$ cat config.mk
export PLATFORM = sky130hd
export DESIGN_NAME = ratiometric_adc_averager
export DESIGN_NICKNAME = d
export VERILOG_FILES = /design/src/sv/rad_pkg.sv /design/src/sv/rad_datapath.sv /design/src/sv/rad_ctrl.sv /design/src/sv/ratiometric_adc_averager.sv
export SDC_FILE = /design/constraint.sdc
export NUM_CORES = 2
export LEC_CHECK = 0
export ABC_AREA = 1
export BUFFER_PORTS_ARGS = -buffer_cell sky130_fd_sc_hd__buf_2
export CORE_AREA = 2 2 277 279
export DETAILED_ROUTE_END_ITERATION = 6
export DIE_AREA = 0 0 279 281
export PLACE_DENSITY_LB_ADDON = 0.12
export SLEW_MARGIN = 30
export SYNTH_ARGS = -nofsm -noshare
export SYNTH_HDL_FRONTEND = slang
export SYNTH_SLANG_ARGS = --single-unit
$ cat constraint.sdc
create_clock -name clk_i -period 12.41 [get_ports clk_i]
set_input_delay 2.482 -clock clk_i [delete_from_list [all_inputs] [get_ports clk_i]]
set_output_delay 2.482 -clock clk_i [all_outputs]
set_load 0.005 [all_outputs]
$ cat src/sv/rad_pkg.sv
// Shared types, constants and codes for the ratiometric ADC averager.
`default_nettype none
package rad_pkg;

  localparam int SAMPLE_BITS = 13;
  localparam int SUM_BITS    = 21;

  localparam int INTERVAL_W = 16;
  localparam int COUNT_W    = 8;
  localparam int GAIN_W     = 24;
  localparam int OFFSET_W   = 21;
  localparam int VOLT_W     = 32;

  localparam int CFG_DATA_W = 24;
  localparam int CFG_ADDR_W = 2;

  localparam int QUO_W   = SUM_BITS + GAIN_W;
  localparam int STEP_W  = $clog2(QUO_W);
  localparam int VSUM_W  = VOLT_W + 2;

  typedef enum logic [CFG_ADDR_W-1:0] {
    REG_INTERVAL_MS  = 2'd0,
    REG_SAMPLE_COUNT = 2'd1,
    REG_GAIN_UV      = 2'd2,
    REG_OFFSET_UV    = 2'd3
  } reg_idx_e;

  typedef enum logic [2:0] {
    ST_IDLE,
    ST_MUL,
    ST_LOAD,
    ST_DIV,
    ST_DONE
  } state_e;

  typedef struct packed {
    logic                   cmd;
    logic [SAMPLE_BITS-1:0] measured_sample;
    logic [SAMPLE_BITS-1:0] reference_sample;
  } in_t;

  typedef struct packed {
    logic signed [VOLT_W-1:0] voltage_uv;
    logic                     reference_zero;
  } out_t;

  typedef struct packed {
    logic accept;
    logic mul_load;
    logic div_load;
    logic div_step;
    logic out_load;
  } ctrl_cmd_t;

  typedef struct packed {
    logic close;
  } dp_status_t;

endpackage
`default_nettype wire

$ cat src/sv/rad_datapath.sv
// Datapath: config registers, window accumulators, multiplier, divider, output register.
`default_nettype none
module rad_datapath (
  input  wire logic                          clk_i,
  input  wire logic                          rst_ni,
  input  wire rad_pkg::ctrl_cmd_t            cmd_i,
  input  wire rad_pkg::in_t                  in_data_i,
  input  wire logic                          cfg_we_i,
  input  wire logic [rad_pkg::CFG_ADDR_W-1:0] cfg_addr_i,
  input  wire logic [rad_pkg::CFG_DATA_W-1:0] cfg_data_i,
  output rad_pkg::dp_status_t                status_o,
  output rad_pkg::out_t                      out_data_o
);
  import rad_pkg::*;

  logic [INTERVAL_W-1:0]      interval_q;
  logic [COUNT_W-1:0]         sample_count_q;
  logic [GAIN_W-1:0]          gain_q;
  logic signed [OFFSET_W-1:0] offset_q;

  logic [INTERVAL_W-1:0] tick_q, tick_d;
  logic                  wopen_q, wopen_d;
  logic [COUNT_W-1:0]    pairs_q, pairs_d;
  logic [SUM_BITS-1:0]   msum_q, msum_d;
  logic [SUM_BITS-1:0]   rsum_q, rsum_d;

  logic [QUO_W-1:0]    mul_q;
  logic [QUO_W-1:0]    quo_q;
  logic [SUM_BITS-1:0] rem_q;
  out_t                out_q;

  logic                opens;
  logic [SUM_BITS-1:0] msum_base, rsum_base;
  logic [COUNT_W-1:0]  pairs_base, pairs_new, need;
  logic [SUM_BITS:0]   msum_add, rsum_add;
  logic [SUM_BITS-1:0] msum_new, rsum_new;
  logic                closes;

  logic [SUM_BITS:0]   rem_sh, rem_diff;
  logic                rem_ge;

  logic [VOLT_W:0]            q_clamp;
  logic signed [VSUM_W-1:0]   v_sum;
  logic signed [VOLT_W-1:0]   v_sat;

  localparam logic [VOLT_W:0] QMAX = {1'b1, {VOLT_W{1'b0}}};
  localparam logic signed [VSUM_W-1:0] VMAX =
    {{(VSUM_W-VOLT_W+1){1'b0}}, {(VOLT_W-1){1'b1}}};
  localparam logic signed [VSUM_W-1:0] VMIN =
    {{(VSUM_W-VOLT_W+1){1'b1}}, {(VOLT_W-1){1'b0}}};

  // config writes
  always_ff @(posedge clk_i or negedge rst_ni) begin
    if (!rst_ni) begin
      interval_q     <= '0;
      sample_count_q <= COUNT_W'(150);
      gain_q         <= GAIN_W'(1222434);
      offset_q       <= OFFSET_W'(22255);
    end else if (cfg_we_i) begin
      case (reg_idx_e'(cfg_addr_i))
        REG_INTERVAL_MS:  interval_q     <= cfg_data_i[INTERVAL_W-1:0];
        REG_SAMPLE_COUNT: sample_count_q <= cfg_data_i[COUNT_W-1:0];
        REG_GAIN_UV:      gain_q         <= cfg_data_i[GAIN_W-1:0];
        REG_OFFSET_UV:    offset_q       <= signed'(cfg_data_i[OFFSET_W-1:0]);
        default: ;
      endcase
    end
  end

  // window step
  always_comb begin
    opens      = wopen_q || (tick_q >= interval_q);
    msum_base  = wopen_q ? msum_q : '0;
    rsum_base  = wopen_q ? rsum_q : '0;
    pairs_base = wopen_q ? pairs_q : '0;
    msum_add   = {1'b0, msum_base} + (SUM_BITS+1)'(in_data_i.measured_sample);
    rsum_add   = {1'b0, rsum_base} + (SUM_BITS+1)'(in_data_i.reference_sample);
    msum_new   = msum_add[SUM_BITS] ? '1 : msum_add[SUM_BITS-1:0];
    rsum_new   = rsum_add[SUM_BITS] ? '1 : rsum_add[SUM_BITS-1:0];
    pairs_new  = (pairs_base == '1) ? pairs_base : pairs_base + COUNT_W'(1);
    need       = (sample_count_q == '0) ? COUNT_W'(1) : sample_count_q;
    closes     = in_data_i.cmd && opens && (pairs_new >= need);

    tick_d  = tick_q;
    wopen_d = wopen_q;
    pairs_d = pairs_q;
    msum_d  = msum_q;
    rsum_d  = rsum_q;
    if (cmd_i.accept) begin
      if (!in_data_i.cmd) begin
        if (!wopen_q && (tick_q != '1)) begin
          tick_d = tick_q + INTERVAL_W'(1);
        end
      end else if (opens) begin
        msum_d = msum_new;
        rsum_d = rsum_new;
        if (closes) begin
          wopen_d = 1'b0;
          pairs_d = '0;
          tick_d  = '0;
        end else begin
          wopen_d = 1'b1;
          pairs_d = pairs_new;
        end
      end
    end
  end

  assign status_o.close = closes;

  always_ff @(posedge clk_i or negedge rst_ni) begin
    if (!rst_ni) begin
      tick_q  <= '0;
      wopen_q <= 1'b0;
      pairs_q <= '0;
      msum_q  <= '0;
      rsum_q  <= '0;
    end else begin
      tick_q  <= tick_d;
      wopen_q <= wopen_d;
      pairs_q <= pairs_d;
      msum_q  <= msum_d;
      rsum_q  <= rsum_d;
    end
  end

  // restoring division, one quotient bit per step
  always_comb begin
    rem_sh   = {rem_q, quo_q[QUO_W-1]};
    rem_ge   = rem_sh >= {1'b0, rsum_q};
    rem_diff = rem_sh - {1'b0, rsum_q};
  end

  // clamp, add offset, saturate
  always_comb begin
    q_clamp = (quo_q > QUO_W'(QMAX)) ? QMAX : quo_q[VOLT_W:0];
    v_sum   = signed'(VSUM_W'(q_clamp)) + VSUM_W'(offset_q);
    if (v_sum > VMAX) begin
      v_sat = VMAX[VOLT_W-1:0];
    end else if (v_sum < VMIN) begin
      v_sat = VMIN[VOLT_W-1:0];
    end else begin
      v_sat = v_sum[VOLT_W-1:0];
    end
  end

  always_ff @(posedge clk_i) begin
    if (cmd_i.mul_load) begin
      mul_q <= QUO_W'(msum_q * gain_q);
    end
    if (cmd_i.div_load) begin
      quo_q <= mul_q + QUO_W'(rsum_q >> 1);
      rem_q <= '0;
    end else if (cmd_i.div_step) begin
      quo_q <= {quo_q[QUO_W-2:0], rem_ge};
      rem_q <= rem_ge ? rem_diff[SUM_BITS-1:0] : rem_sh[SUM_BITS-1:0];
    end
    if (cmd_i.out_load) begin
      if (rsum_q == '0) begin
        out_q.voltage_uv     <= '0;
        out_q.reference_zero <= 1'b1;
      end else begin
        out_q.voltage_uv     <= v_sat;
        out_q.reference_zero <= 1'b0;
      end
    end
  end

  assign out_data_o = out_q;

endmodule
`default_nettype wire

$ cat src/sv/rad_ctrl.sv
// Controller: sequences request intake, multiply, divide and result handoff.
`default_nettype none
module rad_ctrl (
  input  wire logic                clk_i,
  input  wire logic                rst_ni,
  input  wire logic                in_valid_i,
  output logic                     in_stall_o,
  output logic                     out_valid_o,
  input  wire logic                out_stall_i,
  input  wire rad_pkg::dp_status_t status_i,
  output rad_pkg::ctrl_cmd_t       cmd_o
);
  import rad_pkg::*;

  localparam logic [STEP_W-1:0] LAST_STEP = STEP_W'(QUO_W - 1);

  state_e             state_q, state_d;
  logic [STEP_W-1:0]  step_q, step_d;
  logic               out_valid_q, out_valid_d;
  logic               out_free;

  assign out_free = !out_valid_q || !out_stall_i;

  always_comb begin
    state_d = state_q;
    case (state_q)
      ST_IDLE: begin
        if (in_valid_i && status_i.close) begin
          state_d = ST_MUL;
        end
      end
      ST_MUL:  state_d = ST_LOAD;
      ST_LOAD: state_d = ST_DIV;
      ST_DIV: begin
        if (step_q == LAST_STEP) begin
          state_d = ST_DONE;
        end
      end
      ST_DONE: begin
        if (out_free) begin
          state_d = ST_IDLE;
        end
      end
      default: state_d = ST_IDLE;
    endcase
  end

  always_comb begin
    cmd_o      = '0;
    in_stall_o = 1'b1;
    step_d     = step_q;
    case (state_q)
      ST_IDLE: begin
        in_stall_o   = 1'b0;
        cmd_o.accept = in_valid_i;
      end
      ST_MUL:  cmd_o.mul_load = 1'b1;
      ST_LOAD: begin
        cmd_o.div_load = 1'b1;
        step_d         = '0;
      end
      ST_DIV: begin
        cmd_o.div_step = 1'b1;
        step_d         = step_q + STEP_W'(1);
      end
      ST_DONE: cmd_o.out_load = out_free;
      default: ;
    endcase
    out_valid_d = cmd_o.out_load || (out_valid_q && out_stall_i);
  end

  always_ff @(posedge clk_i or negedge rst_ni) begin
    if (!rst_ni) begin
      state_q     <= ST_IDLE;
      step_q      <= '0;
      out_valid_q <= 1'b0;
    end else begin
      state_q     <= state_d;
      step_q      <= step_d;
      out_valid_q <= out_valid_d;
    end
  end

  assign out_valid_o = out_valid_q;

  a_close_starts: assert property (@(posedge clk_i) disable iff (!rst_ni)
    (state_q == ST_IDLE && in_valid_i && status_i.close) |=> state_q == ST_MUL)
    else $error("closing request did not start the multiply");

  a_div_length: assert property (@(posedge clk_i) disable iff (!rst_ni)
    (state_q == ST_DIV && step_q == LAST_STEP) |=> state_q == ST_DONE)
    else $error("divider did not finish after its last step");

  a_result_source: assert property (@(posedge clk_i) disable iff (!rst_ni)
    $rose(out_valid_o) |-> $past(state_q == ST_DONE))
    else $error("result raised without a finished division");

  a_no_overwrite: assert property (@(posedge clk_i) disable iff (!rst_ni)
    cmd_o.out_load |-> (!out_valid_q || !out_stall_i))
    else $error("result register loaded while a stalled result waits");

endmodule
`default_nettype wire

$ cat src/sv/ratiometric_adc_averager.sv
// Top level of the ratiometric ADC averager.
// Input channel (in_valid_i / in_stall_o / in_data_i): each request is a
// millisecond tick (cmd = 0) or a measured/reference sample pair (cmd = 1).
// A tick or a pair that does not end a window is taken without stalling the input.
// The pair that ends a window starts a 21x24 multiply, a rounding add and a
// restoring divide with one quotient bit per cycle (45 steps); the input
// stalls meanwhile. The result is registered when the division ends and the
// output register is free.
// Output channel (out_valid_o / out_stall_i / out_data_o): one result per
// window. While the receiver stalls, the result holds and ticks and pairs
// keep being taken; a finished division waits until the result is taken.
// Config port (cfg_we_i / cfg_addr_i / cfg_data_i): write only while idle.
// Reset restores the register defaults, closes any window and clears the
// tick count.
`default_nettype none
module ratiometric_adc_averager (
  input  wire logic                           clk_i,
  input  wire logic                           rst_ni,
  input  wire logic                           in_valid_i,
  output logic                                in_stall_o,
  input  wire rad_pkg::in_t                   in_data_i,
  output logic                                out_valid_o,
  input  wire logic                           out_stall_i,
  output rad_pkg::out_t                       out_data_o,
  input  wire logic                           cfg_we_i,
  input  wire logic [rad_pkg::CFG_ADDR_W-1:0] cfg_addr_i,
  input  wire logic [rad_pkg::CFG_DATA_W-1:0] cfg_data_i
);
  import rad_pkg::*;

  ctrl_cmd_t  cmd;
  dp_status_t status;

  rad_ctrl u_ctrl (
    .clk_i       (clk_i),
    .rst_ni      (rst_ni),
    .in_valid_i  (in_valid_i),
    .in_stall_o  (in_stall_o),
    .out_valid_o (out_valid_o),
    .out_stall_i (out_stall_i),
    .status_i    (status),
    .cmd_o       (cmd)
  );

  rad_datapath u_datapath (
    .clk_i      (clk_i),
    .rst_ni     (rst_ni),
    .cmd_i      (cmd),
    .in_data_i  (in_data_i),
    .cfg_we_i   (cfg_we_i),
    .cfg_addr_i (cfg_addr_i),
    .cfg_data_i (cfg_data_i),
    .status_o   (status),
    .out_data_o (out_data_o)
  );

endmodule
`default_nettype wire

# ---- After elaboration in Yosys (flattened, before gate mapping)
# Index checks and enable logic that the tools add are counted.
dict set report word_totals {
  ff_bits 290
  inputBits 58
  out_inout_bits 35
  elab_cells 105
}
dict set report classes {
  addsub 8
  mul 1
  order_cmp 6
  eq_ne 15
  mux 31
  reduce_logical 26
}
# cell n
set ops {}
lappend ops {{2-to-1 mux 21 bit} 5}
lappend ops {{2-to-1 mux 45 bit} 2}
lappend ops {{2-to-1 mux 16 bit} 4}
lappend ops {{adder 45 x 20 -> 45 bit} 1}
lappend ops {{> comparator 45 x 33 -> 1 bit (second input constant)} 1}
lappend ops {{multiplier 21 x 24 -> 45 bit} 1}
lappend ops {{adder 21 x 13 -> 22 bit} 2}
lappend ops {{adder 34 x 21 -> 34 bit} 1}
lappend ops {{> comparator 34 x 32 -> 1 bit (second input constant)} 1}
lappend ops {{< comparator 34 x 32 -> 1 bit (second input constant)} 1}
lappend ops {{2-to-1 mux 33 bit} 1}
lappend ops {{2-to-1 mux 32 bit} 1}
lappend ops {{2-to-1 mux 8 bit} 4}
lappend ops {{2-to-1 mux 31 bit} 1}
lappend ops {{>= comparator 22 x 21 -> 1 bit} 1}
lappend ops {{zero test 21 bit} 1}
lappend ops {{subtractor 21 bit} 1}
lappend ops {{adder 16 x 1 -> 16 bit (second input constant)} 1}
lappend ops {{>= comparator 16 bit} 1}
lappend ops {{!= test 16 bit (second input constant)} 1}
lappend ops {{one-hot mux 3 bit (5 select lines)} 1}
lappend ops {{one-hot mux 6 bit (2 select lines)} 1}
lappend ops {{!= test 2 x 1 -> 1 bit (second input constant)} 5}
lappend ops {{2-to-1 mux 3 bit} 3}
lappend ops {{22 further kinds} 45}

# ---- Depth between registers and ports, before layout
dict set report logic_depth {
  word_depth 8
  mapped_depth 29
  depth_no_buf 27
}

# ---- By module
# From an unflattened synthesis, not the netlist that was laid out.
dict set report unflattened {
  cells_unflattened 5147
  area_unflattened_um2 37853.8
}
# module instances cells_per_inst area_per_inst_um2 seq_area_each_um2
set modules_own_cells {}
lappend modules_own_cells {rad_datapath 1 5070 37260.7 7547.2}
lappend modules_own_cells {rad_ctrl 1 77 593.1 250.2}

# ---- Least setup slack after synthesis
# OpenSTA, ideal clock, no wires.
dict set report synth_timing {
  path_kind {flip-flop to flip-flop}
  startpoint {register u_datapath.msum_q[17]}
  endpoint {register u_datapath.mul_q[30], data pin}
  setup_time_ns 0.260
  arrival_ns 5.932
  t_required_ns 12.150
  slack_ns 6.218
  path_stages_with_launch 23
  n_path_buf 2
  synth_period_minus_slack_ns 6.192
  path_cell_list {dfrtp_1 -> clkbuf_1 -> clkbuf_1 -> nand2_1 -> fa_1 -> inv_1 -> fa_1 -> fa_1 -> fa_1 -> fa_1 -> fa_1 -> inv_1 -> fa_1 -> inv_1 -> ha_1 -> a21oi_1 -> nor2_1 -> nor2_1 -> a21boi_0 -> nand3_1 -> nand2_1 -> nand2_1 -> xor2_1}
}
dict set report synth_between {
  elab_chain_cells 1
}
# item line_no
set synth_rtl {}
lappend synth_rtl {{start, declared} rad_datapath.sv:24} ;# logic [SUM_BITS-1:0] msum_q, msum_d;
lappend synth_rtl {{start signal, assigned} rad_datapath.sv:122} ;# msum_q <= msum_d;
lappend synth_rtl {{multiplier 21 x 24 -> 45 bit} rad_datapath.sv:149} ;# mul_q <= QUO_W'(msum_q * gain_q);
lappend synth_rtl {{end signal, assigned} rad_datapath.sv:149}
lappend synth_rtl {{end, declared} rad_datapath.sv:27} ;# logic [QUO_W-1:0] mul_q;
# No other way between the ends.
# A chain may end at the register's enable or synchronous reset.

# ---- Worst setup path in the final report
dict set report layout_timing {
  startpoint {register u_datapath.gain_q[10]}
  endpoint {register u_datapath.mul_q[29], data pin}
}
dict set report layout_between {
  elab_chain_cells 1
}
# item line_no
set layout_rtl {}
lappend layout_rtl {{start, declared} rad_datapath.sv:18} ;# logic [GAIN_W-1:0] gain_q;
lappend layout_rtl {{start signal, assigned} rad_datapath.sv:63} ;# REG_GAIN_UV: gain_q <= cfg_data_i[GAIN_W-1:0];
lappend layout_rtl {{multiplier 21 x 24 -> 45 bit} rad_datapath.sv:149}
# No other way between the ends.

==> results.toml <==
[worst_hold_path]
hold_depth = 2
hp-start = "u_datapath.rem_q[20]$_SDFFE_PP0P_"
hold_class = "flop to flop"
min_to = "u_datapath.rem_q[20]$_SDFFE_PP0P_"

[routing]
vias_per_cell = 5.256
drt_pre_antenna_iters = 5
routedWlPerCell_um = 18.22
drt.antenna.violating_nets = 0
drt_wl_total_um = 110900
via_count = 32010
route.detailed.drc = 0
first_iter_violations = 2224

[synthesis]
ys_ff_latch = 290
synth_top_family_by_area = "adder cells"
synthCells = 5080
synth_simple_gate_area_share_pct = 23.43
yosysTopAreaCellShare_pct = 22.43
synth_nets = 5841
ys_seq_area_share_pct = 20.80
synth.mux.area_fraction_pct = 0.09012
synth_edf_count = 123
yosysWarnings = 0
synth_xor_area_share_pct = 2.921
synth_adder_area_share_pct = 31.88
synth_compound_area_share_pct = 7.841
async_flop_share_pct = 50.34
yosysTopAreaCell = "fa_1"
synth_area_leaders = "fa_1, nand2_1, inv_1"
synth.distinct_cells = 57
synth-main-ff-cell = "edfxtp_1"
postSynthAreaPerCell_um2 = 7.379
netlist_area_um2 = 37480

[critical_path]
cpMostUsedCell = "fa_1"
r2r_slack_ns = 5.42
worstPathMaxFanout = 22
critPathKind = "flop to flop"
critPathArrivalTime_ns = 7.36
cpMaxStageDelayCell = "dfstp_2"
crit_start = "u_datapath.gain_q[10]$_DFFE_PN1P_"
rr_endpoint = "u_datapath.mul_q[29]$_DFFE_PP_"
worstPathRequired_ns = 12.78
endpoint_kind = "flop"
crit_chain = "nand2_1 -> fa_1 -> fa_1 -> inv_1 -> fa_1 -> inv_1 -> fa_1 -> inv_1 -> fa_1 -> fa_1 -> inv_1 -> fa_1 -> inv_1 -> ha_1 -> nand2_1 -> nor2_1 -> inv_1 -> nor2_1 -> and3_1 -> a21oi_1 -> o21bai_1 -> xor2_1"
crit_path_start_kind = "flop"
reg2reg_depth = 22
cp_slowest_stage_delay_ns = 0.98
worstReg2RegStart = "u_datapath.gain_q[10]$_DFFE_PN1P_"

[sta]
setup_slack_ns = 5.422
drv_slew = 0
max_clock_freq_mhz = 143.1
finalSetupViolCount = 0
slew_headroom_pct = 32.37
fin_crit_ns = 6.988
worst_pin_slew_ns = 1.014
clock_skew_ns = 0.02635
tns_ns = 0
hold_violations = 0
grt_setup_unrepaired = "no"
fin_crit_sh_pct = 56.31

[clock_network]
post_cts_resized = 0
cts.sinks = 290
clockBufferDepth = 3
h-tree-depth = 2
insertion_delay_ns = 0.58
cts_tree = "done"
post_cts_buffers = 0
cts_buffers = 38
cts_hold_buf = 0
cts_root_buffer = "clkbuf_16"
clk_pin_slew_worst_paths_ns = 0.06

[placement]
dpl_cell_area_um2 = 38790
dp_hpwl_um = 87890
place_ws_ns = 5.435
io_buffer_count = 92
routabilityCongestion = 0.9554

[power_and_ir_drop]
p_per_area_nw_per_um2 = 171.8
vdd_drop_max_mv = 0.2477
p_leak_nw = 22.53

[cells_and_area]
drive_gt1_share_pct = 6.184
final_common_cell = "nand2_1"
design_area_um2 = 40150
final_cell_mix = "nand2_1, inv_1, fa_1"
nNetsFinal = 5841
area.growth.synth_to_final_pct = 7.106

[global_routing]
grt_remaining_overflow = 0
grt_max_degree = 87
antenna_found_initial = 3
grt_pass1_wl_um = 178900
grt_pass1_vias = 32280
grt_usage_pct = 29.39

[die]
core-area_um2 = 75440
die-area_um2 = 78400
die_h_um = 281
io_pins = 93
die_width_um = 279
start_util_pct = 49.69
num_rows = 101

[flow_run]
cap_viol_max_count = 0

[run_status]
status = "completed"
[synth_stat cells (all sizes together) (2+ instances only)]
library cell,instances
o21a,4
a21oi,198
and3,5
a21boi,4
clkinv,2
nor4,22
o21bai,17
o22ai,3
o21ai,260
buf,43
nand2,1486
dfstp,24
nand3,205
xnor2,48
nand4,55
or2,16
o211ai,14
nand3b,10
mux2,3
inv,1104
dfrtp,122
xor2,77
clkbuf,131
nor3,43
fa,420
a31oi,20
edfxtp,123
dfxtp,21
a21o,18
ha,283
nor2,292
[sequential cells by signal, summed over array words and instances (netlist names), 16 cells and up]
signal                 cells
u_datapath.tick_q         16
u_datapath.rsum_q         21
u_datapath.out_data_o     33
u_datapath.mul_q          45
u_datapath.msum_q         21
u_datapath.interval_q     16
u_datapath.offset_q       21
u_datapath.gain_q         24
u_datapath.rem_q          21
u_datapath.quo_q          45
[routing by layer]
layer / share of wire (%) / wire length (um) / vias to the layer above / global-route usage [%]
met5: 0 / 0 / - / 0
met4: 4.5 / 4979 / 0 / 12.34
met3: 5.1 / 5606 / 225 / 3.084
met2: 48 / 52780 / 887 / 50.33
met1: 43 / 47570 / 15370 / 37.99
li1: - / - / 15520 / -
[per-stage QoR]
stage | instances | power (mW) | hold slack (ns) | utilization [%]
after detailed placement | 6017 | 5.713 | 0.4597 | 51.41
after global routing | 6088 | 7.550 | 0.4810 | 53.21
final | 6090 | 6.896 | 0.4734 | 53.22
after floorplan | 5080 | 4.346 | 0.4402 | -
after CTS | 6087 | 6.939 | 0.4703 | 53.16
after global placement | 6017 | 5.703 | 0.4546 | 51.40
[cells by family (layout without fill, tap and decap cells)]
logic type | count (synthesis) | after routing
XOR/XNOR | 125 | 125
multiplexers | 3 | 3
buffers and inverters | 1280 | 1310
AO/OA/AOI/OAI | 543 | 543
flip-flops | 290 | 290
AND/OR/NAND/NOR | 2136 | 2136
other | 0 | 2
adder cells (fa/ha/maj) | 703 | 703
[report_power, final]
| group | internal [mW] | leakage (nW) | switching [mW] |
|---|---|---|---|
| Clock | 0.698 | 0.647 | 0.475 |
| Sequential | 1.22 | 2.93 | 0.136 |
| Combinational | 1.52 | 19.0 | 2.85 |
| Total | 3.44 | 22.5 | 3.46 |
[critical path: cells and delay by family, from the launching register on]
family                     cells  cell delay (ns)
DFF                            1             0.98
adders and majority gates      8             3.99
xor gates and xnor gates       1             0.28
AOI/OAI and AO/OA              2             0.41
buffers and inverters          6             0.34
and+or+nand+nor                5             0.77
[how the worst max path moves through the flow]
| stage | end | slack, ns | cells after the start |
|---|---|---|---|
| 2_1_floorplan | u_datapath.mul_q[30]$_DFFE_PP_ | 6.22 | 22 |
| 3_3_place_gp | u_datapath.mul_q[29]$_DFFE_PP_ | 5.38 | 22 |
| 3_5_place_dp | u_datapath.mul_q[32]$_DFFE_PP_ | 5.43 | 23 |
| 4_1_cts | u_datapath.mul_q[32]$_DFFE_PP_ | 5.41 | 23 |
| 5_1_grt | u_datapath.mul_q[32]$_DFFE_PP_ | 4.96 | 23 |
| 6_report | u_datapath.mul_q[29]$_DFFE_PP_ | 5.42 | 22 |
[cell type report]
class	count	area (um^2)
Clock buffer	53	1119
Clock inverter	17	198.9
Timing Repair Buffer	134	805.8
Sequential cell	290	7804
Antenna cell	2	5.005
Fill cell	7470	35300
Inverter	1106	4154
Multi-Input combinational cell	3510	24840
Tap cell	978	1224
Note: power is estimated with default switching activity, not from simulation.
